File: src/rtl/core/ldwp_pkg.sv
// ----------------------------------------------------------------------------
// ldwp_pkg
// Shared sizes, register indexes and reset values of the least-deficit picker.
// ----------------------------------------------------------------------------
package ldwp_pkg;

  localparam int NUM_SLOTS = 8;
  localparam int SLOT_W    = $clog2(NUM_SLOTS);
  localparam int DATA_W    = 64;
  localparam int PERIOD_W  = 63;
  localparam int WCNT_W    = 8;
  localparam int WID_W     = 3;
  localparam int CFG_IDX_W = 4;

  localparam logic [SLOT_W-1:0] SLOT_LAST     = SLOT_W'(NUM_SLOTS - 1);
  localparam logic [WCNT_W-1:0] SLOT_LAST_CNT = WCNT_W'(NUM_SLOTS - 1);

  // Register indexes on the configuration port.
  localparam logic [CFG_IDX_W-1:0] REG_WORKER_COUNT    = CFG_IDX_W'(0);
  localparam logic [CFG_IDX_W-1:0] REG_DECAY_THRESHOLD = CFG_IDX_W'(1);

  localparam logic [WCNT_W-1:0] WORKER_COUNT_RST    = WCNT_W'(8);
  localparam logic [DATA_W-1:0] DECAY_THRESHOLD_RST = DATA_W'(1000000);

  // Fewer workers than this leave no slot to scan.
  localparam logic [WCNT_W-1:0] MIN_SCAN_WORKERS = WCNT_W'(3);
  localparam logic [WCNT_W-1:0] RESERVED_WORKERS = WCNT_W'(2);

  // Constant divider: quotient bits resolved per cycle, and the two divisors.
  localparam int DIV_BITS_PER_CYCLE = 8;
  localparam int DIV_CYCLES         = DATA_W / DIV_BITS_PER_CYCLE;
  localparam int DIV_CNT_W          = $clog2(DIV_CYCLES);
  localparam int REM_W              = 10;
  localparam logic [REM_W-1:0] DIVISOR_IO     = REM_W'(100);
  localparam logic [REM_W-1:0] DIVISOR_PERIOD = REM_W'(1000);

  localparam logic [DATA_W-1:0] COST_MIN = DATA_W'(1);

endpackage

File: src/rtl/core/ldwp_ram.sv
// ----------------------------------------------------------------------------
// ldwp_ram
// Generic simple dual-port RAM: one write port, one read port, registered read.
// ----------------------------------------------------------------------------
module ldwp_ram #(
  parameter int WIDTH = 64,
  parameter int DEPTH = 8
) (
  input  logic                     clk,
  input  logic                     we,
  input  logic [$clog2(DEPTH)-1:0] waddr,
  input  logic [WIDTH-1:0]         wdata,
  input  logic [$clog2(DEPTH)-1:0] raddr,
  output logic [WIDTH-1:0]         rdata
);

  logic [WIDTH-1:0] mem [DEPTH];

  always_ff @(posedge clk) begin
    if (we) begin
      mem[waddr] <= wdata;
    end
    rdata <= mem[raddr];
  end

endmodule

File: src/rtl/core/least_deficit_worker_picker_top.sv
// ----------------------------------------------------------------------------
// least_deficit_worker_picker_top
// Picks the eligible worker slot with the smallest deficit and charges it.
// ----------------------------------------------------------------------------
// Usage. Each request beat on req_* carries one task. The block answers with
// exactly one response beat on rsp_* naming the chosen worker slot, or worker
// 0 with fell_back set when the task is missing or no slot can be chosen.
// Both channels are valid/stall: a beat moves when valid is high and stall is
// low. The configuration channel (cfg_valid/cfg_ready, always ready) writes
// worker_count and decay_threshold. The user must use it only while the block
// is idle; the block itself does not enforce this.
//
// Timing. One task is in flight at a time; req_stall is high from acceptance
// until the result is placed in the response register. The shared constant
// divider resolves 8 quotient bits a cycle while the deficit scan runs
// alongside it out of the deficit RAM. If the scanned minimum is above
// decay_threshold, a halving sweep follows, one RAM entry a cycle. A missing
// task skips the divider and the scan and goes straight to the response.
//
// Reset clears the per-slot valid bits, so every deficit reads as zero; no
// clearing pass is needed. If the receiver stalls, the finished result waits
// in the response register and the next request is accepted meanwhile.
// ----------------------------------------------------------------------------
module least_deficit_worker_picker_top (
  input  logic                           clk,
  input  logic                           rst,
  // Request channel.
  input  logic                           req_valid,
  output logic                           req_stall,
  input  logic                           task_missing,
  input  logic                           has_stats,
  input  logic [ldwp_pkg::DATA_W-1:0]    io_bytes,
  input  logic [ldwp_pkg::DATA_W-1:0]    compute_us,
  input  logic [ldwp_pkg::PERIOD_W-1:0]  task_period,
  // Response channel.
  output logic                           rsp_valid,
  input  logic                           rsp_stall,
  output logic [ldwp_pkg::WID_W-1:0]     slot_id,
  output logic                           fell_back,
  // Configuration write channel.
  input  logic                           cfg_valid,
  output logic                           cfg_ready,
  input  logic [ldwp_pkg::CFG_IDX_W-1:0] cfg_index,
  input  logic [ldwp_pkg::DATA_W-1:0]    cfg_data
);

  import ldwp_pkg::*;

  localparam logic [2:0] ST_IDLE   = 3'd0;
  localparam logic [2:0] ST_WORK   = 3'd1;
  localparam logic [2:0] ST_HALVE  = 3'd2;
  localparam logic [2:0] ST_UPD_RD = 3'd3;
  localparam logic [2:0] ST_UPD_WR = 3'd4;
  localparam logic [2:0] ST_DONE   = 3'd5;

  logic [2:0] state;

  // Configuration registers.
  logic [WCNT_W-1:0] worker_count;
  logic [DATA_W-1:0] decay_threshold;

  // Task operands and the iterative constant divider.
  logic                 has_stats_q;
  logic [DATA_W-1:0]    compute_us_q;
  logic                 period_zero;
  logic [DATA_W-1:0]    div_q;
  logic [REM_W-1:0]     div_rem;
  logic [DIV_CNT_W-1:0] div_cnt;
  logic                 div_busy;
  logic [DATA_W-1:0]    div_q_next;
  logic [REM_W-1:0]     div_rem_next;
  logic [DATA_W-1:0]    cost;
  logic [DATA_W-1:0]    cost_next;
  logic [DATA_W-1:0]    stats_sum;

  // Scan, sweep and the one-deep read pipeline of the deficit RAM.
  logic [SLOT_W-1:0]    scan_addr;
  logic [SLOT_W-1:0]    scan_last;
  logic                 scan_more;
  logic [SLOT_W-1:0]    scan_last_next;
  logic                 scan_any;
  logic [WCNT_W-1:0]    wc_minus;
  logic [SLOT_W-1:0]    sweep_addr;
  logic                 sweep_more;
  logic                 rd_en;
  logic [SLOT_W-1:0]    rd_addr;
  logic                 rd_pend;
  logic [SLOT_W-1:0]    rd_idx;
  logic [DATA_W-1:0]    rd_data;
  logic [DATA_W-1:0]    rd_eff;
  logic                 mem_we;
  logic [SLOT_W-1:0]    mem_waddr;
  logic [DATA_W-1:0]    mem_wdata;
  logic [NUM_SLOTS-1:0] valid_bits;

  // Scan result.
  logic [DATA_W-1:0]    lowest;
  logic [SLOT_W-1:0]    pick;
  logic                 found;

  logic work_done;
  logic take_min;
  logic rsp_free;

  assign cfg_ready = 1'b1;
  assign req_stall = (state != ST_IDLE);
  assign rsp_free  = !rsp_valid || !rsp_stall;

  // Slots 1 .. worker_count-2, clamped to the last slot of the RAM.
  assign wc_minus = worker_count - RESERVED_WORKERS;
  assign scan_any = (worker_count >= MIN_SCAN_WORKERS);
  assign scan_last_next = (wc_minus >= SLOT_LAST_CNT) ? SLOT_LAST : wc_minus[SLOT_W-1:0];

  // A slot never written since reset holds a deficit of zero.
  assign rd_eff   = valid_bits[rd_idx] ? rd_data : '0;
  assign take_min = (state == ST_WORK) && rd_pend && (rd_eff < lowest);
  assign work_done = !div_busy && !scan_more && !rd_pend;

  // Eight restoring steps of division by 100 or 1000 per cycle. The dividend
  // shifts out of the top of div_q while quotient bits enter at the bottom.
  always_comb begin
    logic [DATA_W-1:0] dq;
    logic [REM_W-1:0]  dr;
    logic [REM_W:0]    trial;
    logic [REM_W-1:0]  dvs;
    dvs = has_stats_q ? DIVISOR_IO : DIVISOR_PERIOD;
    dq  = div_q;
    dr  = div_rem;
    for (int s = 0; s < DIV_BITS_PER_CYCLE; s++) begin
      trial = {dr, dq[DATA_W-1]};
      dq    = {dq[DATA_W-2:0], 1'b0};
      if (trial >= {1'b0, dvs}) begin
        trial = trial - {1'b0, dvs};
        dq[0] = 1'b1;
      end
      dr = trial[REM_W-1:0];
    end
    div_q_next   = dq;
    div_rem_next = dr;
  end

  assign stats_sum = div_q + compute_us_q;
  always_comb begin
    if (has_stats_q) begin
      cost_next = (stats_sum == '0) ? COST_MIN : stats_sum;
    end else begin
      cost_next = period_zero ? COST_MIN : div_q;
    end
  end

  // RAM port control.
  always_comb begin
    rd_en     = 1'b0;
    rd_addr   = scan_addr;
    mem_we    = 1'b0;
    mem_waddr = rd_idx;
    mem_wdata = rd_eff >> 1;
    unique case (state)
      ST_WORK: begin
        rd_en   = scan_more;
        rd_addr = scan_addr;
      end
      ST_HALVE: begin
        rd_en   = sweep_more;
        rd_addr = sweep_addr;
        mem_we  = rd_pend;
      end
      ST_UPD_RD: begin
        rd_en   = 1'b1;
        rd_addr = pick;
      end
      ST_UPD_WR: begin
        mem_we    = 1'b1;
        mem_waddr = pick;
        mem_wdata = rd_eff + cost;
      end
      default: begin
        rd_en = 1'b0;
      end
    endcase
  end

  ldwp_ram #(
    .WIDTH (DATA_W),
    .DEPTH (NUM_SLOTS)
  ) u_deficit_ram (
    .clk   (clk),
    .we    (mem_we),
    .waddr (mem_waddr),
    .wdata (mem_wdata),
    .raddr (rd_addr),
    .rdata (rd_data)
  );

  // Control state.
  always_ff @(posedge clk) begin
    if (rst) begin
      state           <= ST_IDLE;
      worker_count    <= WORKER_COUNT_RST;
      decay_threshold <= DECAY_THRESHOLD_RST;
      div_busy        <= 1'b0;
      div_cnt         <= '0;
      scan_more       <= 1'b0;
      sweep_more      <= 1'b0;
      rd_pend         <= 1'b0;
      found           <= 1'b0;
      valid_bits      <= '0;
      rsp_valid       <= 1'b0;
    end else begin
      rd_pend <= rd_en;

      if (cfg_valid && cfg_ready) begin
        priority if (cfg_index == REG_WORKER_COUNT) begin
          worker_count <= cfg_data[WCNT_W-1:0];
        end else if (cfg_index == REG_DECAY_THRESHOLD) begin
          decay_threshold <= cfg_data;
        end
      end

      // A finished result enters the response register once it is free; a
      // beat that moves without a successor behind it empties the register.
      if ((state == ST_DONE) && rsp_free) begin
        rsp_valid <= 1'b1;
      end else if (!rsp_stall) begin
        rsp_valid <= 1'b0;
      end

      unique case (state)
        ST_IDLE: begin
          if (req_valid) begin
            found <= 1'b0;
            if (task_missing) begin
              state <= ST_DONE;
            end else begin
              div_busy  <= 1'b1;
              div_cnt   <= '0;
              scan_more <= scan_any;
              state     <= ST_WORK;
            end
          end
        end
        ST_WORK: begin
          if (div_busy) begin
            div_cnt <= div_cnt + 1'b1;
            if (div_cnt == DIV_CNT_W'(DIV_CYCLES - 1)) begin
              div_busy <= 1'b0;
            end
          end
          if (scan_more && (scan_addr == scan_last)) begin
            scan_more <= 1'b0;
          end
          if (take_min) begin
            found <= 1'b1;
          end
          if (work_done) begin
            priority if (lowest > decay_threshold) begin
              sweep_more <= 1'b1;
              state      <= ST_HALVE;
            end else if (found) begin
              state <= ST_UPD_RD;
            end else begin
              state <= ST_DONE;
            end
          end
        end
        ST_HALVE: begin
          if (sweep_more && (sweep_addr == SLOT_LAST)) begin
            sweep_more <= 1'b0;
          end
          if (rd_pend) begin
            valid_bits[rd_idx] <= 1'b1;
          end
          if (!sweep_more && !rd_pend) begin
            state <= found ? ST_UPD_RD : ST_DONE;
          end
        end
        ST_UPD_RD: begin
          state <= ST_UPD_WR;
        end
        ST_UPD_WR: begin
          valid_bits[pick] <= 1'b1;
          state            <= ST_DONE;
        end
        ST_DONE: begin
          if (rsp_free) begin
            state <= ST_IDLE;
          end
        end
        default: begin
          state <= ST_IDLE;
        end
      endcase
    end
  end

  // Datapath registers; these need no reset.
  always_ff @(posedge clk) begin
    rd_idx <= rd_addr;
    unique case (state)
      ST_IDLE: begin
        has_stats_q  <= has_stats;
        compute_us_q <= compute_us;
        period_zero  <= (task_period == '0);
        div_q        <= has_stats ? io_bytes : {1'b0, task_period};
        div_rem      <= '0;
        scan_addr    <= SLOT_W'(1);
        scan_last    <= scan_last_next;
        lowest       <= '1;
        pick         <= '0;
      end
      ST_WORK: begin
        if (div_busy) begin
          div_q   <= div_q_next;
          div_rem <= div_rem_next;
        end
        if (scan_more) begin
          scan_addr <= scan_addr + 1'b1;
        end
        if (take_min) begin
          lowest <= rd_eff;
          pick   <= rd_idx;
        end
        if (work_done) begin
          cost       <= cost_next;
          sweep_addr <= '0;
        end
      end
      ST_HALVE: begin
        if (sweep_more) begin
          sweep_addr <= sweep_addr + 1'b1;
        end
      end
      ST_DONE: begin
        if (rsp_free) begin
          slot_id   <= found ? WID_W'(pick) : '0;
          fell_back <= !found;
        end
      end
      default: begin
        cost <= cost;
      end
    endcase
  end

endmodule

File: config.mk
export PLATFORM = sky130hd
export DESIGN_NAME = least_deficit_worker_picker_top
export DESIGN_NICKNAME = d
export VERILOG_FILES = /design/src/rtl/core/ldwp_pkg.sv /design/src/rtl/core/ldwp_ram.sv /design/src/rtl/core/least_deficit_worker_picker_top.sv
export SDC_FILE = /design/constraint.sdc
export NUM_CORES = 2
export LEC_CHECK = 0
export ABC_AREA = 1
export BUFFER_PORTS_ARGS = -buffer_cell sky130_fd_sc_hd__buf_4
export CAP_MARGIN = 20
export CORE_MARGIN = 2
export CORE_UTILIZATION = 25
export DETAILED_ROUTE_END_ITERATION = 8
export PLACE_DENSITY = 0.49
export SLEW_MARGIN = 10
export SYNTH_ARGS = -nofsm -noshare
export SYNTH_HDL_FRONTEND = slang
export SYNTH_SLANG_ARGS = --single-unit
File: constraint.sdc
create_clock -name clk -period 30.7 [get_ports clk]
set_input_delay 3.07 -clock clk [delete_from_list [all_inputs] [get_ports clk]]
set_output_delay 3.07 -clock clk [all_outputs]
set_load 0.005 [all_outputs]
==> impl_summary.log <==
[metrics] status: complete, no violations
[metrics] die area: 199,000 µm²
[metrics] synthesized cell area: roughly 49,000 µm²
[metrics] CTS tree: yes
[metrics] final worst path period share: 0.425
[metrics] initial standard-cell utilization of the core: 0.251
[metrics] buffer depth of the longest clock path: 3
[metrics] Placed Cells incl. Taps: about 7,600
[metrics] async set-reset flop share out of synthesis: 0
[metrics] pre-CTS setup slack: 17,600 ps
[metrics] pin count of the biggest net entering global routing: 193
[metrics] clock period minus final worst setup slack: 13,050 ps
[metrics] setup slack after layout: around 18,000 ps
[metrics] Crit Path Class: reg2reg
[metrics] x dimension of the die: around 450 µm
[metrics] I/O pins: roughly 270
[metrics] fraction of layout instances using a drive strength above 1: 0.115
[metrics] wire length of the first global-routing pass: approximately 230,000 µm
[metrics] Yosys cell types: 67
[metrics] number of DRC markers in iteration 0: ~2,400
[metrics] TritonCTS sink count: about 960
[metrics] Ys Warns: 0
[metrics] area share of the leading cell type in the synthesized netlist: 0.490
[metrics] # DRC: 0
[metrics] Min-Delay Path Class: reg2reg
[metrics] number of antenna violations at the first check in global routing: 1
[metrics] synth-to-layout area growth: 17.1%
[metrics] number of H-tree levels: 3
[metrics] final weighted congestion in routability-driven placement: 0.876
[metrics] total number of vias: roughly 36,000
[metrics] start point of the worst min-delay path: worker_count[7]$_SDFFE_PP0P_
[metrics] vertical extent of the die: 446 µm
[metrics] hold-fix buffer count after cts: 0
[metrics] root buffer cell: sky130_fd_sc_hd__clkbuf_16
[metrics] filler instances: 20,100
[metrics] TritonCTS Buffers: 100
[metrics] CP max stage cell: sky130_fd_sc_hd__buf_4
[metrics] RSZ-0062 raised after global routing: no
[metrics] #FFs+latches synth: 955
[metrics] max incr delay on CP: between 600 and 700 ps
[metrics] Post-DP HPWL: approximately 110,000 µm
[metrics] routed wire length per instance: between 15 and 20 µm
[metrics] fin cells: roughly 8,000
[metrics] worst hold slack after final layout: between 400 and 500 ps
[metrics] Most used DFF post-synth: sky130_fd_sc_hd__edfxtp_1
[metrics] Critical Path Start Type: register
[metrics] Worst EP arrival: 13,520 ps
[metrics] latest clock arrival within the worst-skew pair: between 700 and 800 ps
[metrics] number of vias per cell after detailed routing: between 4 and 5
[metrics] global-route usage over all layers: 0.149
[metrics] number of enable flip-flop cells after synthesis: between 700 and 800
[metrics] floorplan row count: between 150 and 200
[metrics] postcts setup bufs: 0
[metrics] most used cell along the critical path: sky130_fd_sc_hd__nand2_1
[metrics] final-report hold violation count: 0
[metrics] Critical R2R Launch: has_stats_q$_DFFE_PP_
[metrics] total wirelength of the detailed-routed design: around 150,000 µm
[metrics] final net count: ~5,700
[metrics] via count of the first global-routing pass: 35,700
[metrics] endpoint class of the critical path: register
[metrics] Worst R2R Setup Slack: about 18,000 ps
[metrics] total negative slack for setup checks: 0 ps
[metrics] synth cell count leaders: 796 x sky130_fd_sc_hd__edfxtp_1, 755 x sky130_fd_sc_hd__nand2_1, 540 x sky130_fd_sc_hd__nor2_1
[metrics] floorplan core area: a little under 200,000 µm²
[metrics] Data required, critical path: a little over 30,000 ps
[metrics] max-cap viol count: 0
[metrics] total iterations of the first detailed-routing run: 8
[metrics] relative slew slack: 0.166
[metrics] count of cells resized by post-cts repair: 0
[metrics] total nets after synthesis: between 5,000 and 6,000
[metrics] reg2reg path depth: 70
[metrics] clock-pin slew reported for the worst setup and hold paths after clock tree synthesis: 70 ps
[metrics] Worst setup startpoint: has_stats_q$_DFFE_PP_
[metrics] top post-synthesis cells by area: sky130_fd_sc_hd__edfxtp_1 49%, sky130_fd_sc_hd__ha_1 7.7%, sky130_fd_sc_hd__dfxtp_1 6.5%
[metrics] Worst Hold Path Cells: 2
[metrics] Worst Path Max Fanout: 52
[metrics] total congestion overflow: 0
[metrics] most frequent cell after synthesis: sky130_fd_sc_hd__edfxtp_1
[metrics] cell accounting for the most synthesized area: sky130_fd_sc_hd__edfxtp_1
[metrics] count of buffers inserted at the top-level ports: approximately 270
[metrics] Syn Inst Count: 4,921
[metrics] number of nets with antenna violations after routing: 0
[metrics] average cell area after synthesis: about 10 µm²
[metrics] slew of the pin with the lowest slew margin: between 1000 and 1500 ps
[metrics] clock skew: 32.8 ps
[metrics] register area share after synthesis: 0.555
[metrics] Max Freq: between 70 and 80 MHz
[metrics] setup-violating endpoint count in the final report: 0
[metrics] max-slew violation count: 0
[metrics] endpoint with the worst hold slack: worker_count[7]$_SDFFE_PP0P_
[metrics] destination of the worst register-to-register timing path: div_rem[9]$_SDFFCE_PN0P_
## placed cells by master (no fill, tap or decap), types with 15 or more instances in the layout
| master | netlist | layout |
|---|---|---|
| sky130_fd_sc_hd__edfxtp_1 | 796 | 796 |
| sky130_fd_sc_hd__nand2_1 | 755 | 755 |
| sky130_fd_sc_hd__nor2_1 | 540 | 537 |
| sky130_fd_sc_hd__inv_1 | 487 | 473 |
| sky130_fd_sc_hd__o21ai_0 | 475 | 473 |
| sky130_fd_sc_hd__buf_4 | 1 | 314 |
| sky130_fd_sc_hd__ha_1 | 299 | 299 |
| sky130_fd_sc_hd__a21oi_1 | 289 | 289 |
| sky130_fd_sc_hd__dfxtp_1 | 159 | 159 |
| sky130_fd_sc_hd__a31oi_1 | 144 | 144 |
| sky130_fd_sc_hd__o22ai_1 | 119 | 119 |
| sky130_fd_sc_hd__clkbuf_16 | 0 | 103 |
| sky130_fd_sc_hd__nand3_1 | 95 | 94 |
| sky130_fd_sc_hd__xor2_1 | 85 | 85 |
| sky130_fd_sc_hd__o21a_1 | 82 | 81 |
| sky130_fd_sc_hd__xnor2_1 | 79 | 79 |
| sky130_fd_sc_hd__nand4_1 | 55 | 55 |
| sky130_fd_sc_hd__nand2_2 | 33 | 33 |
| sky130_fd_sc_hd__inv_2 | 14 | 24 |
| sky130_fd_sc_hd__nor4_1 | 24 | 24 |
| sky130_fd_sc_hd__nor3_1 | 21 | 21 |
| sky130_fd_sc_hd__o21ai_1 | 17 | 18 |
| sky130_fd_sc_hd__clkbuf_1 | 180 | 18 |
| sky130_fd_sc_hd__o211ai_1 | 16 | 16 |
| sky130_fd_sc_hd__clkinv_2 | 0 | 15 |
## worst max-delay path by stage
stage	end	slack, ps	cells after the start
2_1_floorplan	div_rem[6]$_SDFFCE_PN0P_	19050	74
3_3_place_gp	div_rem[9]$_SDFFCE_PN0P_	17680	70
3_5_place_dp	div_rem[9]$_SDFFCE_PN0P_	17600	70
4_1_cts	div_rem[9]$_SDFFCE_PN0P_	17590	70
5_1_grt	div_rem[6]$_SDFFCE_PN0P_	16280	72
6_report	div_rem[9]$_SDFFCE_PN0P_	17650	70
## final cells by class
type                       count  area, µm²  area share
timing repair buffer         320       2410      0.0423
clock inverter                60        691      0.0121
multi-input combinational   3265      19100       0.334
sequential                   955      27100       0.474
clock buffer                 128       2740      0.0479
inverter                     505       1910      0.0335
tap                         2542       3180      0.0557
antenna                        3       7.51    0.000131
## flip-flops by register name (all words and copies together) (netlist names), 3 cells and up
signal               flops
compute_us_q            64
lowest                  64
state                    3
scan_last                3
slot_id                  3
valid_bits               8
u_deficit_ram.mem      512
sweep_addr               3
decay_threshold         64
rd_idx                   3
cost                    64
worker_count             8
div_rem                 10
u_deficit_ram.rdata     64
pick                     3
div_q                   64
scan_addr                3
div_cnt                  3
## cell families after synthesis
logic type	share of synthesized area
compound gates	0.142
xor+xnor	0.0295
fa+ha+maj	0.0808
buf+inv	0.0545
flops	0.555
mux	0.000205
other cells	0.0000769
simple gates	0.138
## metal layers
layer  track usage  up-vias  part of all wire
met3        0.0150      182             0.038
li1              -    17700                 -
met5             0        -                 0
met1         0.187    17600              0.43
met4        0.0584        0             0.037
met2         0.261      748              0.49
## through the flow
stage | utilization | cell area [µm²]
floorplan | - | 48800
global placement | 0.276 | 53600
detailed placement | 0.276 | 53600
CTS | 0.294 | 57100
global route | 0.294 | 57100
finish | 0.294 | 57100
## worst max-delay path, delay by kind of cell (launching register included)
| family | cells | cell delay, ps |
|---|---|---|
| simple gates | 43 | 4840 |
| compound gates | 13 | 3450 |
| fa+ha+maj | 8 | 2670 |
| buf+inv | 6 | 1210 |
| flops | 1 | 540 |
Power is not shown: default switching activity piles up to over one toggle a cycle in this logic, so the estimate is an artifact.
